===== config.mk =====
export PLATFORM = sky130hd
export DESIGN_NAME = rect_border_shadow_fill
export DESIGN_NICKNAME = d
export VERILOG_FILES = /design/src/sv/rbsf_pkg.sv /design/src/sv/rbsf_pixel_core.sv /design/src/sv/rect_border_shadow_fill.sv
export SDC_FILE = /design/constraint.sdc
export NUM_CORES = 1
export LEC_CHECK = 0
export BUFFER_PORTS_ARGS = -buffer_cell sky130_fd_sc_hd__buf_2
export CORE_UTILIZATION = 53
export CTS_CLUSTER_SIZE = 25
export DETAILED_ROUTE_END_ITERATION = 8
export PLACE_DENSITY_LB_ADDON = 0.2
export SLEW_MARGIN = 40
export SYNTH_ARGS = -nofsm -noshare
export SYNTH_HDL_FRONTEND = slang
export SYNTH_SLANG_ARGS = --single-unit
export TNS_END_PERCENT = 1

===== constraint.sdc =====
create_clock -name i_clk -period 26 [get_ports i_clk]
set_input_delay 2.6 -clock i_clk [delete_from_list [all_inputs] [get_ports i_clk]]
set_output_delay 2.6 -clock i_clk [all_outputs]
set_load 0.02 [all_outputs]

===== src/sv/rbsf_pkg.sv =====
`timescale 1ns / 1ps
// Shared types and constants of the rectangle border/shadow fill engine.
// No dependencies; the core and the top level refer to it by scoped names.
package rbsf_pkg;

    // Largest edge coordinate; edges above it are saturated to it.
    localparam logic [12:0] MAX_DIM = 13'd4096;

    // Fill modes as written to the fill_mode register.
    typedef enum logic [2:0] {
        MODE_FILL          = 3'd0,
        MODE_BORDER        = 3'd1,
        MODE_BORDER_SHADOW = 3'd2,
        MODE_SET_ALPHA     = 3'd3,
        MODE_SET_RGB       = 3'd4
    } t_fill_mode;

    // Register indexes (byte address = 4 * index).
    localparam logic [2:0] REG_RECT_LEFT       = 3'd0;
    localparam logic [2:0] REG_RECT_TOP        = 3'd1;
    localparam logic [2:0] REG_RECT_RIGHT      = 3'd2;
    localparam logic [2:0] REG_RECT_BOTTOM     = 3'd3;
    localparam logic [2:0] REG_FILL_MODE       = 3'd4;
    localparam logic [2:0] REG_FILL_COLOR      = 3'd5;
    localparam logic [2:0] REG_BORDER_SIZE     = 3'd6;
    localparam logic [2:0] REG_SHADOW_STRENGTH = 3'd7;

    typedef struct packed {
        logic [12:0] rect_left;
        logic [12:0] rect_top;
        logic [12:0] rect_right;
        logic [12:0] rect_bottom;
        logic [2:0]  fill_mode;
        logic [31:0] fill_color;
        logic [12:0] border_size;
        logic [7:0]  shadow_strength;
    } t_cfg;

    typedef struct packed {
        logic [11:0] pixel_x;
        logic [11:0] pixel_y;
        logic [31:0] pixel_in;
    } t_pix_in;

    typedef struct packed {
        logic [31:0] pixel_out;
        logic        modified;
    } t_pix_out;

endpackage


===== src/sv/rbsf_pixel_core.sv =====
`timescale 1ns / 1ps
// Per-pixel datapath: rectangle hit test, border band, shadow count and shading.
// Depends on rbsf_pkg for the configuration, payload types and mode codes.
module rbsf_pixel_core (
    input  rbsf_pkg::t_cfg     i_cfg,
    input  rbsf_pkg::t_pix_in  i_pix,
    output rbsf_pkg::t_pix_out o_pix
);

    // Subtract k * strength from every channel, saturating at zero.
    function automatic logic [31:0] shade(input logic [31:0] px,
                                          input logic [2:0]  k,
                                          input logic [7:0]  s);
        logic [10:0] amount;
        logic [31:0] res;
        amount = 11'(k * s);
        for (int i = 0; i < 4; i++) begin
            if ({3'b000, px[8*i +: 8]} > amount) begin
                res[8*i +: 8] = px[8*i +: 8] - amount[7:0];
            end else begin
                res[8*i +: 8] = 8'd0;
            end
        end
        return res;
    endfunction

    logic [12:0] l, t, r, b;
    logic [12:0] x, y;
    logic        in_rect;
    logic [13:0] u, v, w, h, bs;
    logic        band;
    logic [2:0]  k_edge, k_ring;
    logic        s0, s1, s2, s3;

    always_comb begin
        l = (i_cfg.rect_left   > rbsf_pkg::MAX_DIM) ? rbsf_pkg::MAX_DIM : i_cfg.rect_left;
        t = (i_cfg.rect_top    > rbsf_pkg::MAX_DIM) ? rbsf_pkg::MAX_DIM : i_cfg.rect_top;
        r = (i_cfg.rect_right  > rbsf_pkg::MAX_DIM) ? rbsf_pkg::MAX_DIM : i_cfg.rect_right;
        b = (i_cfg.rect_bottom > rbsf_pkg::MAX_DIM) ? rbsf_pkg::MAX_DIM : i_cfg.rect_bottom;
        x = {1'b0, i_pix.pixel_x};
        y = {1'b0, i_pix.pixel_y};
        in_rect = (x >= l) && (x < r) && (y >= t) && (y < b);

        // Relative coordinates and size; meaningful only when inside.
        u  = {1'b0, 13'(x - l)};
        v  = {1'b0, 13'(y - t)};
        w  = {1'b0, 13'(r - l)};
        h  = {1'b0, 13'(b - t)};
        bs = {1'b0, i_cfg.border_size};

        band = (u < bs) || (v < bs) || (u + bs >= w) || (v + bs >= h);

        k_edge = 3'((v == 14'd0)) + 3'((u == 14'd0))
               + 3'((v + 14'd1 == h)) + 3'((u + 14'd1 == w));

        // Inner ring segments: top row, left column, bottom row, right column.
        s0 = (v + 14'd1 == bs) && (u + 14'd1 >= bs) && (u + bs < w);
        s1 = (u + 14'd1 == bs) && (v >= bs) && (v + bs < h);
        s2 = (v + bs == h) && (u + 14'd1 >= bs) && (u + bs <= w);
        s3 = (u + bs == w) && (v + 14'd1 >= bs) && (v + bs < h);
        k_ring = 3'(s0) + 3'(s1) + 3'(s2) + 3'(s3);

        o_pix.pixel_out = i_pix.pixel_in;
        o_pix.modified  = 1'b0;
        if (in_rect) begin
            case (i_cfg.fill_mode)
                rbsf_pkg::MODE_FILL: begin
                    o_pix.pixel_out = shade(i_cfg.fill_color, k_edge, i_cfg.shadow_strength);
                    o_pix.modified  = 1'b1;
                end
                rbsf_pkg::MODE_BORDER: begin
                    if (bs != 14'd0 && band) begin
                        o_pix.pixel_out = i_cfg.fill_color;
                        o_pix.modified  = 1'b1;
                    end
                end
                rbsf_pkg::MODE_BORDER_SHADOW: begin
                    if (bs != 14'd0 && band) begin
                        o_pix.pixel_out = shade(i_cfg.fill_color, k_ring,
                                                i_cfg.shadow_strength);
                        o_pix.modified  = 1'b1;
                    end
                end
                rbsf_pkg::MODE_SET_ALPHA: begin
                    o_pix.pixel_out = {i_cfg.fill_color[31:24], i_pix.pixel_in[23:0]};
                    o_pix.modified  = 1'b1;
                end
                rbsf_pkg::MODE_SET_RGB: begin
                    o_pix.pixel_out = {i_pix.pixel_in[31:24], i_cfg.fill_color[23:0]};
                    o_pix.modified  = 1'b1;
                end
                default: begin
                    // unused modes pass the pixel through
                    o_pix.modified = 1'b0;
                end
            endcase
        end
    end

endmodule


===== src/sv/rect_border_shadow_fill.sv =====
`timescale 1ns / 1ps
// Top level of the rectangle border/shadow fill engine: APB register file,
// input register, pixel core and result register. Depends on rbsf_pkg, rbsf_pixel_core.
//
// Usage:
//   Pixels enter on the input channel (i_in_valid / o_in_ready, payload i_in_data
//   with pixel_x, pixel_y, pixel_in) and leave on the output channel
//   (o_out_valid / i_out_ready, payload o_out_data with pixel_out, modified).
//   A transfer happens at a rising edge where valid and ready are both high.
//   Throughput: one pixel per cycle while the receiver keeps i_out_ready high;
//   a pixel passes from the input register through the combinational pixel core
//   into the output register, from which it leaves on the output channel.
//   When the receiver stalls, the output register holds its result and the input
//   register may still take one more pixel; ready drops only when both are full.
//   Registers are written over APB (access-phase write, pready tied high) and should
//   be changed only while no pixel is in flight. Reset (i_rst_n low, synchronous)
//   empties the pipeline and restores the registers: all zero, border_size = 1.
module rect_border_shadow_fill (
    input  logic                  i_clk,
    input  logic                  i_rst_n,
    // configuration port
    input  logic                  psel,
    input  logic                  penable,
    input  logic                  pwrite,
    input  logic [4:0]            paddr,
    input  logic [31:0]           pwdata,
    output logic [31:0]           prdata,
    output logic                  pready,
    // pixel input
    input  logic                  i_in_valid,
    output logic                  o_in_ready,
    input  rbsf_pkg::t_pix_in     i_in_data,
    // pixel output
    output logic                  o_out_valid,
    input  logic                  i_out_ready,
    output rbsf_pkg::t_pix_out    o_out_data
);

    rbsf_pkg::t_cfg     r_cfg;
    logic               cfg_wr;
    logic [2:0]         cfg_idx;

    logic               r_s1_valid, n_s1_valid;
    rbsf_pkg::t_pix_in  r_s1_data;
    logic               r_out_valid, n_out_valid;
    rbsf_pkg::t_pix_out r_out_data;
    rbsf_pkg::t_pix_out core_out;
    logic               s1_advance;

    // ---------------------------------------------------------------- registers
    assign pready  = 1'b1;
    assign cfg_wr  = psel && penable && pwrite;
    assign cfg_idx = paddr[4:2];

    always_ff @(posedge i_clk) begin
        if (!i_rst_n) begin
            r_cfg.rect_left       <= 13'd0;
            r_cfg.rect_top        <= 13'd0;
            r_cfg.rect_right      <= 13'd0;
            r_cfg.rect_bottom     <= 13'd0;
            r_cfg.fill_mode       <= 3'd0;
            r_cfg.fill_color      <= 32'd0;
            r_cfg.border_size     <= 13'd1;
            r_cfg.shadow_strength <= 8'd0;
        end else if (cfg_wr) begin
            case (cfg_idx)
                rbsf_pkg::REG_RECT_LEFT:       r_cfg.rect_left       <= pwdata[12:0];
                rbsf_pkg::REG_RECT_TOP:        r_cfg.rect_top        <= pwdata[12:0];
                rbsf_pkg::REG_RECT_RIGHT:      r_cfg.rect_right      <= pwdata[12:0];
                rbsf_pkg::REG_RECT_BOTTOM:     r_cfg.rect_bottom     <= pwdata[12:0];
                rbsf_pkg::REG_FILL_MODE:       r_cfg.fill_mode       <= pwdata[2:0];
                rbsf_pkg::REG_FILL_COLOR:      r_cfg.fill_color      <= pwdata;
                rbsf_pkg::REG_BORDER_SIZE:     r_cfg.border_size     <= pwdata[12:0];
                rbsf_pkg::REG_SHADOW_STRENGTH: r_cfg.shadow_strength <= pwdata[7:0];
                default: begin
                    r_cfg <= r_cfg;
                end
            endcase
        end
    end

    // Read back: zero-extend the addressed register.
    always_comb begin
        case (cfg_idx)
            rbsf_pkg::REG_RECT_LEFT:       prdata = {19'd0, r_cfg.rect_left};
            rbsf_pkg::REG_RECT_TOP:        prdata = {19'd0, r_cfg.rect_top};
            rbsf_pkg::REG_RECT_RIGHT:      prdata = {19'd0, r_cfg.rect_right};
            rbsf_pkg::REG_RECT_BOTTOM:     prdata = {19'd0, r_cfg.rect_bottom};
            rbsf_pkg::REG_FILL_MODE:       prdata = {29'd0, r_cfg.fill_mode};
            rbsf_pkg::REG_FILL_COLOR:      prdata = r_cfg.fill_color;
            rbsf_pkg::REG_BORDER_SIZE:     prdata = {19'd0, r_cfg.border_size};
            rbsf_pkg::REG_SHADOW_STRENGTH: prdata = {24'd0, r_cfg.shadow_strength};
            default:                       prdata = 32'd0;
        endcase
    end

    // ---------------------------------------------------------------- pipeline
    // Advance the input stage whenever the output register is empty or drains.
    assign s1_advance  = !r_out_valid || i_out_ready;
    assign o_in_ready  = !r_s1_valid || s1_advance;
    assign o_out_valid = r_out_valid;
    assign o_out_data  = r_out_data;

    always_comb begin
        n_s1_valid  = o_in_ready ? i_in_valid : r_s1_valid;
        n_out_valid = s1_advance ? r_s1_valid : r_out_valid;
    end

    always_ff @(posedge i_clk) begin
        if (!i_rst_n) begin
            r_s1_valid  <= 1'b0;
            r_out_valid <= 1'b0;
        end else begin
            r_s1_valid  <= n_s1_valid;
            r_out_valid <= n_out_valid;
        end
    end

    // Payload registers: load on transfer, hold otherwise.
    always_ff @(posedge i_clk) begin
        if (o_in_ready && i_in_valid) begin
            r_s1_data <= i_in_data;
        end
        if (s1_advance && r_s1_valid) begin
            r_out_data <= core_out;
        end
    end

    rbsf_pixel_core u_core (
        .i_cfg (r_cfg),
        .i_pix (r_s1_data),
        .o_pix (core_out)
    );

    // ---------------------------------------------------------------- checks
    // A pixel leaving the input stage shows up on the output next cycle.
    a_advance_to_out: assert property (@(posedge i_clk) disable iff (!i_rst_n)
        (r_s1_valid && s1_advance) |=> o_out_valid)
        else $error("input stage advanced but no result appeared");

    // An empty output register never blocks the input.
    a_ready_when_empty: assert property (@(posedge i_clk) disable iff (!i_rst_n)
        !o_out_valid |-> o_in_ready)
        else $error("input stalled while output register empty");

    // Unused modes never mark a pixel as written.
    a_unused_mode: assert property (@(posedge i_clk) disable iff (!i_rst_n)
        (r_s1_valid && s1_advance && (r_cfg.fill_mode > rbsf_pkg::MODE_SET_RGB))
        |=> !o_out_data.modified)
        else $error("pixel modified under an unused mode");

endmodule

Word-level counts from Yosys, hierarchy flattened --
Index checks and enable logic that the tools add are counted. Widths: inputs -> output; s select.
Cells by class: add/sub/neg operators 22, $lt $le $gt $ge 26, eq/ne operators 17, multiply operators 2, multiplexer cells 18, reductions and logical operators 37
Operators with widths (count):
- $pmux 32 s8 | 1
- $pmux 32 s5 | 1
- $mux 33 | 3
- $gt 8x11->1 | 8
- $eq 14x13->1 | 6
- $mux 8 | 8
- $sub 8x8->8 | 8
- $ge 14x13->1 | 4
- $gt 13x13->1 const B | 4
- $mux 13 | 4
- $add 13x1->14 const B | 2
- $add 13x13->14 | 2
- $lt 14x13->1 | 2
- $ge 12x13->1 | 2
- $logic_not 13->1 | 2
- $lt 12x13->1 | 2
- $lt 13x13->1 | 2
- $sub 12x13->13 | 2
- $sub 13x13->13 | 2
- $mul 3x8->11 | 2
- $logic_and 1x1->1 | 16
- $reduce_and 2->1 | 8
- $eq 3x3->1 const B | 5
- $le 14x13->1 | 1
- other kinds (11) | 25
Word-level totals: input port bits 100, register bits after elaboration 199, logic and storage cells 137, output and inout bits 68

Depth between registers and ports, before layout --
word-level depth 16, gate-level depth with buffers 46, gate-level depth less buffers 44

By module --
A second synthesis with hierarchy kept.
Second synthesis, totals: cell total of the unflattened synthesis 2308, area, all modules 20179.4 um^2
By module, submodules not included:
- rbsf_pixel_core | instances 1, area each 12515.8 um^2, cells each 1686
- rect_border_shadow_fill | instances 1, area each 7663.6 um^2, cells each 622

Least setup slack after synthesis --
Ideal clock, no wire load.
path kind reg2reg, from register r_cfg[107] in the netlist's numbering, to register r_out_data, in the netlist o_out_data[30], data pin, stages on the path, launching flop included 42, path buffers 3, setup slack 16560 ps, data arrival time 9165 ps, path through dfxtp_1 -> clkbuf_1 -> clkbuf_1 -> nand2b_1 -> ha_1 -> buf_2 -> o21a_1 -> o21a_1 -> o311a_1 -> or2_1 -> xnor2_2 -> inv_1 -> ha_1 -> o41ai_1 -> a21oi_1 -> o21bai_1 -> xnor2_1 -> ha_1 -> [... 6 more ...] -> ha_1 -> fa_1 -> ha_1 -> and2_1 -> fa_1 -> ha_1 -> inv_1 -> fa_1 -> ha_1 -> o21a_1 -> o31a_1 -> o31a_1 -> maj3_1 -> a221oi_1 -> or3_1 -> nor2_1 -> a211oi_1 -> o221ai_1
RTL lines:
- start, declared | line rect_border_shadow_fill.sv:39 | rbsf_pkg::t_cfg r_cfg;
- start signal, assigned | line rect_border_shadow_fill.sv:76 | r_cfg <= r_cfg;
- end signal, assigned | line rect_border_shadow_fill.sv:125 | r_out_data <= core_out;
- end, declared | line rect_border_shadow_fill.sv:46 | rbsf_pkg::t_pix_out r_out_data;

==> metrics.log <==
INFO  metric outcome = complete, no violations
INFO  metric cts_inserted_buffers = 17
INFO  metric cts_tree = yes
INFO  metric setup_tns = 0 ns
INFO  metric commonest_non_fill_non_tap_cells_in_the_layout = sky130_fd_sc_hd__ha_1, sky130_fd_sc_hd__nand2_1, sky130_fd_sc_hd__buf_2
INFO  metric critPathSlowestCell = sky130_fd_sc_hd__xor2_1
INFO  metric power.density = 37.28 mW/mm^2
INFO  metric hpwl = 51260 um
INFO  metric gp_congestion = 0.9633
INFO  metric measured_slew_at_the_worst_slew_check_pin = 0.9103 ns
INFO  metric critical-path-max-stage-delay = 0.68 ns
INFO  metric clock_insertion_delay_worst_skew = 0.48 ns
INFO  metric power.ir.vdd_worst = 0.05332 mV
INFO  metric netlist_instances = 2373
INFO  metric initialDrtViolationCount = 1666
INFO  metric min_period_over_period = 45.11%
INFO  metric postCtsHoldBufs = 0
INFO  metric dominantRegCellSynth = sky130_fd_sc_hd__dfxtp_1
INFO  metric timing.hold.worst.class = flop to flop
INFO  metric postSynthNetCount = 2768
INFO  metric via_count_of_the_first_global_routing_pass = 17680
INFO  metric first_pass_iters = 8
INFO  metric routed_via_density = 6.250
INFO  metric portBuffers = 164
INFO  metric worst-r2r-cell-count = 42
INFO  metric synth_area_per_cell = 8.467 sq um
INFO  metric critPathArrivalTime = 11.91 ns
INFO  metric rsz0062_at_grt = false
INFO  metric power.static_leakage = 8.886 nW
INFO  metric num_io_pins = 168
INFO  metric cts_resized = 0
INFO  metric grtUsageTotal = 34.45%
INFO  metric final_antenna_net_count = 0
INFO  metric remaining_design_rule_violation_count = 0
INFO  metric cp_data_required_time = 26.18 ns
INFO  metric grt.overflow.total = 0
INFO  metric timing.final.setup_violations = 0
INFO  metric routed-via-count = 18720
INFO  metric mappedNetlistArea = 0.02009 sq mm
INFO  metric worst_hold_path.num_cells = 2
INFO  metric synth_seq_cells = 199
INFO  metric initial_core_util = 54.36%
INFO  metric drt-wirelength-per-cell = 22.26 um
INFO  metric hp-start = r_cfg[45]
INFO  metric drive_above_1_share = 11.08%
INFO  metric clock_slew_at_the_register_clock_pins_of_the_worst_setup_and_hold_paths = 0.08 ns
INFO  metric ys_seq_area_share = 24.26%
INFO  metric crit-reg2reg-launch = r_cfg[107]
INFO  metric worstSetupPathType = flop to flop
INFO  metric initial_antenna_violation_count = 1
INFO  metric clock-root-buffer = sky130_fd_sc_hd__clkbuf_16
INFO  metric critPathMostFrequentCell = sky130_fd_sc_hd__ha_1
INFO  metric design.final.nets = 2874
INFO  metric antenna_cells = 0
INFO  metric number_of_distinct_standard_cells_referenced_by_the_synthesized_netlist = 96
INFO  metric endpoint_kind = flop
INFO  metric timing.max_cap.violations = 0
INFO  metric grt_start_max_net_pins = 111
INFO  metric dieArea = 0.03869 sq mm
INFO  metric most_common_library_cell_in_the_layout_ignoring_fill_and_taps = sky130_fd_sc_hd__ha_1
INFO  metric timing.reg2reg.setup_slack = 14.27 ns
INFO  metric detail_route.wirelength = 66690 um
INFO  metric htree_levels = 4
INFO  metric fp-row-count = 70
INFO  metric max_freq = 85.26 MHz
INFO  metric grt_pass1_wl = 101900 um
INFO  metric yosys_warnings = 0
INFO  metric drv_slew = 0
INFO  metric worstSetupStartpointType = flop
INFO  metric worstPathMaxFanout = 17
INFO  metric area_growth = 9.627%
INFO  metric fin_clk_skew = 0.01706 ns
INFO  metric cts.sinks = 199
INFO  metric postCtsSetupBuffers = 0
INFO  metric final-hold-violation-count = 0
INFO  metric die_width = 196.7 um
INFO  metric period_needed = 11.73 ns
INFO  metric critical_path.reg2reg.endpoint = o_out_data[30]
INFO  metric synth_edf_count = 89
INFO  metric core = 0.03696 sq mm
INFO  metric hold_path_end = r_cfg[45]
INFO  metric synth_async_sr_flop_share = 0%
INFO  metric die_h = 196.7 um
INFO  metric worst_slew_margin_rel = 38.88%
INFO  metric clk_path_buf_depth = 2
INFO  metric utilization = 59.59%
logic make-up after synthesis:
kind of cell | count (synthesis) | share of synthesized area (%)
compound gates | 627 | 21.66
other cells | 1 | 0.01866
flops | 199 | 24.26
buf+inv | 240 | 4.521
xor+xnor | 135 | 6.265
mux | 50 | 2.709
simple gates | 815 | 20.53
fa+ha+maj | 306 | 20.04
sequential cells by signal (all words and copies together) (netlist names):
signal,cells
r_cfg,108
r_s1_data,56
r_s1_valid,1
o_out_valid,1
o_out_data,33
worst max path at each step:
stage | start | end | slack (ns) | cells after the start
3_3_place_gp | r_cfg[107] | o_out_data[30] | 14.64 | 42
2_1_floorplan | r_cfg[107] | o_out_data[30] | 16.56 | 41
3_5_place_dp | r_cfg[107] | o_out_data[30] | 14.57 | 42
5_1_grt | r_cfg[107] | o_out_data[30] | 13.57 | 42
6_report | r_cfg[107] | o_out_data[30] | 14.27 | 42
4_1_cts | r_cfg[107] | o_out_data[30] | 14.47 | 42
layer usage:
layer | up-vias | track usage (%) | part of all wire (%)
met3 | 124 | 8.847 | 11
li1 | 8799 | - | -
met5 | - | 0 | 0
met1 | 8926 | 49.55 | 45
met2 | 875 | 50.32 | 42
met4 | 0 | 10.34 | 2.6
synth_stat cells (7+ instances only):
cell type	number	area [sq um]
sky130_fd_sc_hd__o21ai_1	13	65.06
sky130_fd_sc_hd__dfxtp_1	110	2202
sky130_fd_sc_hd__a221oi_1	12	105.1
sky130_fd_sc_hd__and2_1	26	162.7
sky130_fd_sc_hd__nand2b_1	73	456.7
sky130_fd_sc_hd__xor2_1	62	543.0
sky130_fd_sc_hd__nand4_1	35	219.0
sky130_fd_sc_hd__ha_1	265	3316
sky130_fd_sc_hd__a21boi_0	76	570.6
sky130_fd_sc_hd__edfxtp_1	89	2673
sky130_fd_sc_hd__o31a_1	8	70.07
sky130_fd_sc_hd__o211ai_1	26	195.2
sky130_fd_sc_hd__nor3b_1	7	52.55
sky130_fd_sc_hd__mux2i_1	42	420.4
sky130_fd_sc_hd__or2_2	9	56.30
sky130_fd_sc_hd__a222oi_1	15	150.1
sky130_fd_sc_hd__nor2_1	147	551.8
sky130_fd_sc_hd__and3_1	25	156.4
sky130_fd_sc_hd__clkbuf_1	87	326.6
sky130_fd_sc_hd__a31oi_1	10	62.56
sky130_fd_sc_hd__a211oi_1	17	127.6
sky130_fd_sc_hd__a22o_1	10	87.58
sky130_fd_sc_hd__nand2_1	259	972.2
sky130_fd_sc_hd__a21oi_1	125	625.6
sky130_fd_sc_hd__xnor2_1	67	586.8
sky130_fd_sc_hd__a21o_1	44	330.3
sky130_fd_sc_hd__nor3_1	46	230.2
sky130_fd_sc_hd__o21ai_0	97	485.5
sky130_fd_sc_hd__o22ai_1	11	68.82
sky130_fd_sc_hd__inv_1	141	529.3
sky130_fd_sc_hd__nor2b_1	83	519.3
sky130_fd_sc_hd__a22oi_1	23	172.7
sky130_fd_sc_hd__a32oi_1	7	61.31
sky130_fd_sc_hd__nor4_1	13	81.33
sky130_fd_sc_hd__nand3_1	32	160.2
sky130_fd_sc_hd__fa_1	30	600.6
sky130_fd_sc_hd__o21bai_1	19	142.6
sky130_fd_sc_hd__o21a_1	31	232.7
sky130_fd_sc_hd__a221o_1	7	70.07
sky130_fd_sc_hd__a2bb2oi_1	8	70.07
sky130_fd_sc_hd__a211o_1	9	78.83
sky130_fd_sc_hd__o31ai_1	11	82.58
sky130_fd_sc_hd__maj3_1	11	110.1
sky130_fd_sc_hd__or3_1	16	100.1
critical path: cells and delay by family, from the launching register on:
| family | cells | cell delay (ns) |
|---|---|---|
| DFF | 1 | 0.51 |
| adders and majority gates | 12 | 4.39 |
| buffers and inverters | 4 | 0.39 |
| xor gates and xnor gates | 3 | 1.30 |
| and+or+nand+nor | 8 | 1.76 |
| AOI/OAI and AO/OA | 15 | 3.08 |
where the power goes:
group | total, mW | internal (mW) | switching [mW]
combinational | 0.208 | 0.0817 | 0.126
clock | 0.269 | 0.133 | 0.136
sequential | 0.344 | 0.337 | 0.00732
total | 0.821 | 0.552 | 0.269
stage by stage:
| step | std cells | cell area (sq um) | total power [mW] | hold WS, ns | worst slack, ns |
|---|---|---|---|---|---|
| final | 2996 | 22030 | 0.8211 | 0.4834 | 14.27 |
| after global routing | 2996 | 22030 | 0.8546 | 0.5139 | 13.57 |
| after CTS | 2995 | 21990 | 0.8190 | 0.4803 | 14.47 |
| after detailed placement | 2963 | 21410 | 0.5536 | 0.4705 | 14.57 |
| after global placement | 2962 | 21350 | 0.5462 | 0.4566 | 14.64 |
| after floorplan | 2373 | 20090 | 0.4923 | 0.4435 | 16.56 |
layout make-up:
class / instances / area [sq um]
Clock buffer: 19 / 454.2
Clock inverter: 13 / 126.4
Timing Repair Buffer: 183 / 982.2
Tap cell: 504 / 630.6
Inverter: 144 / 540.5
Fill cell: 3340 / 14930
Multi-Input combinational cell: 1934 / 14420
Sequential cell: 199 / 4875
Note: power is estimated with default switching activity, not from simulation.
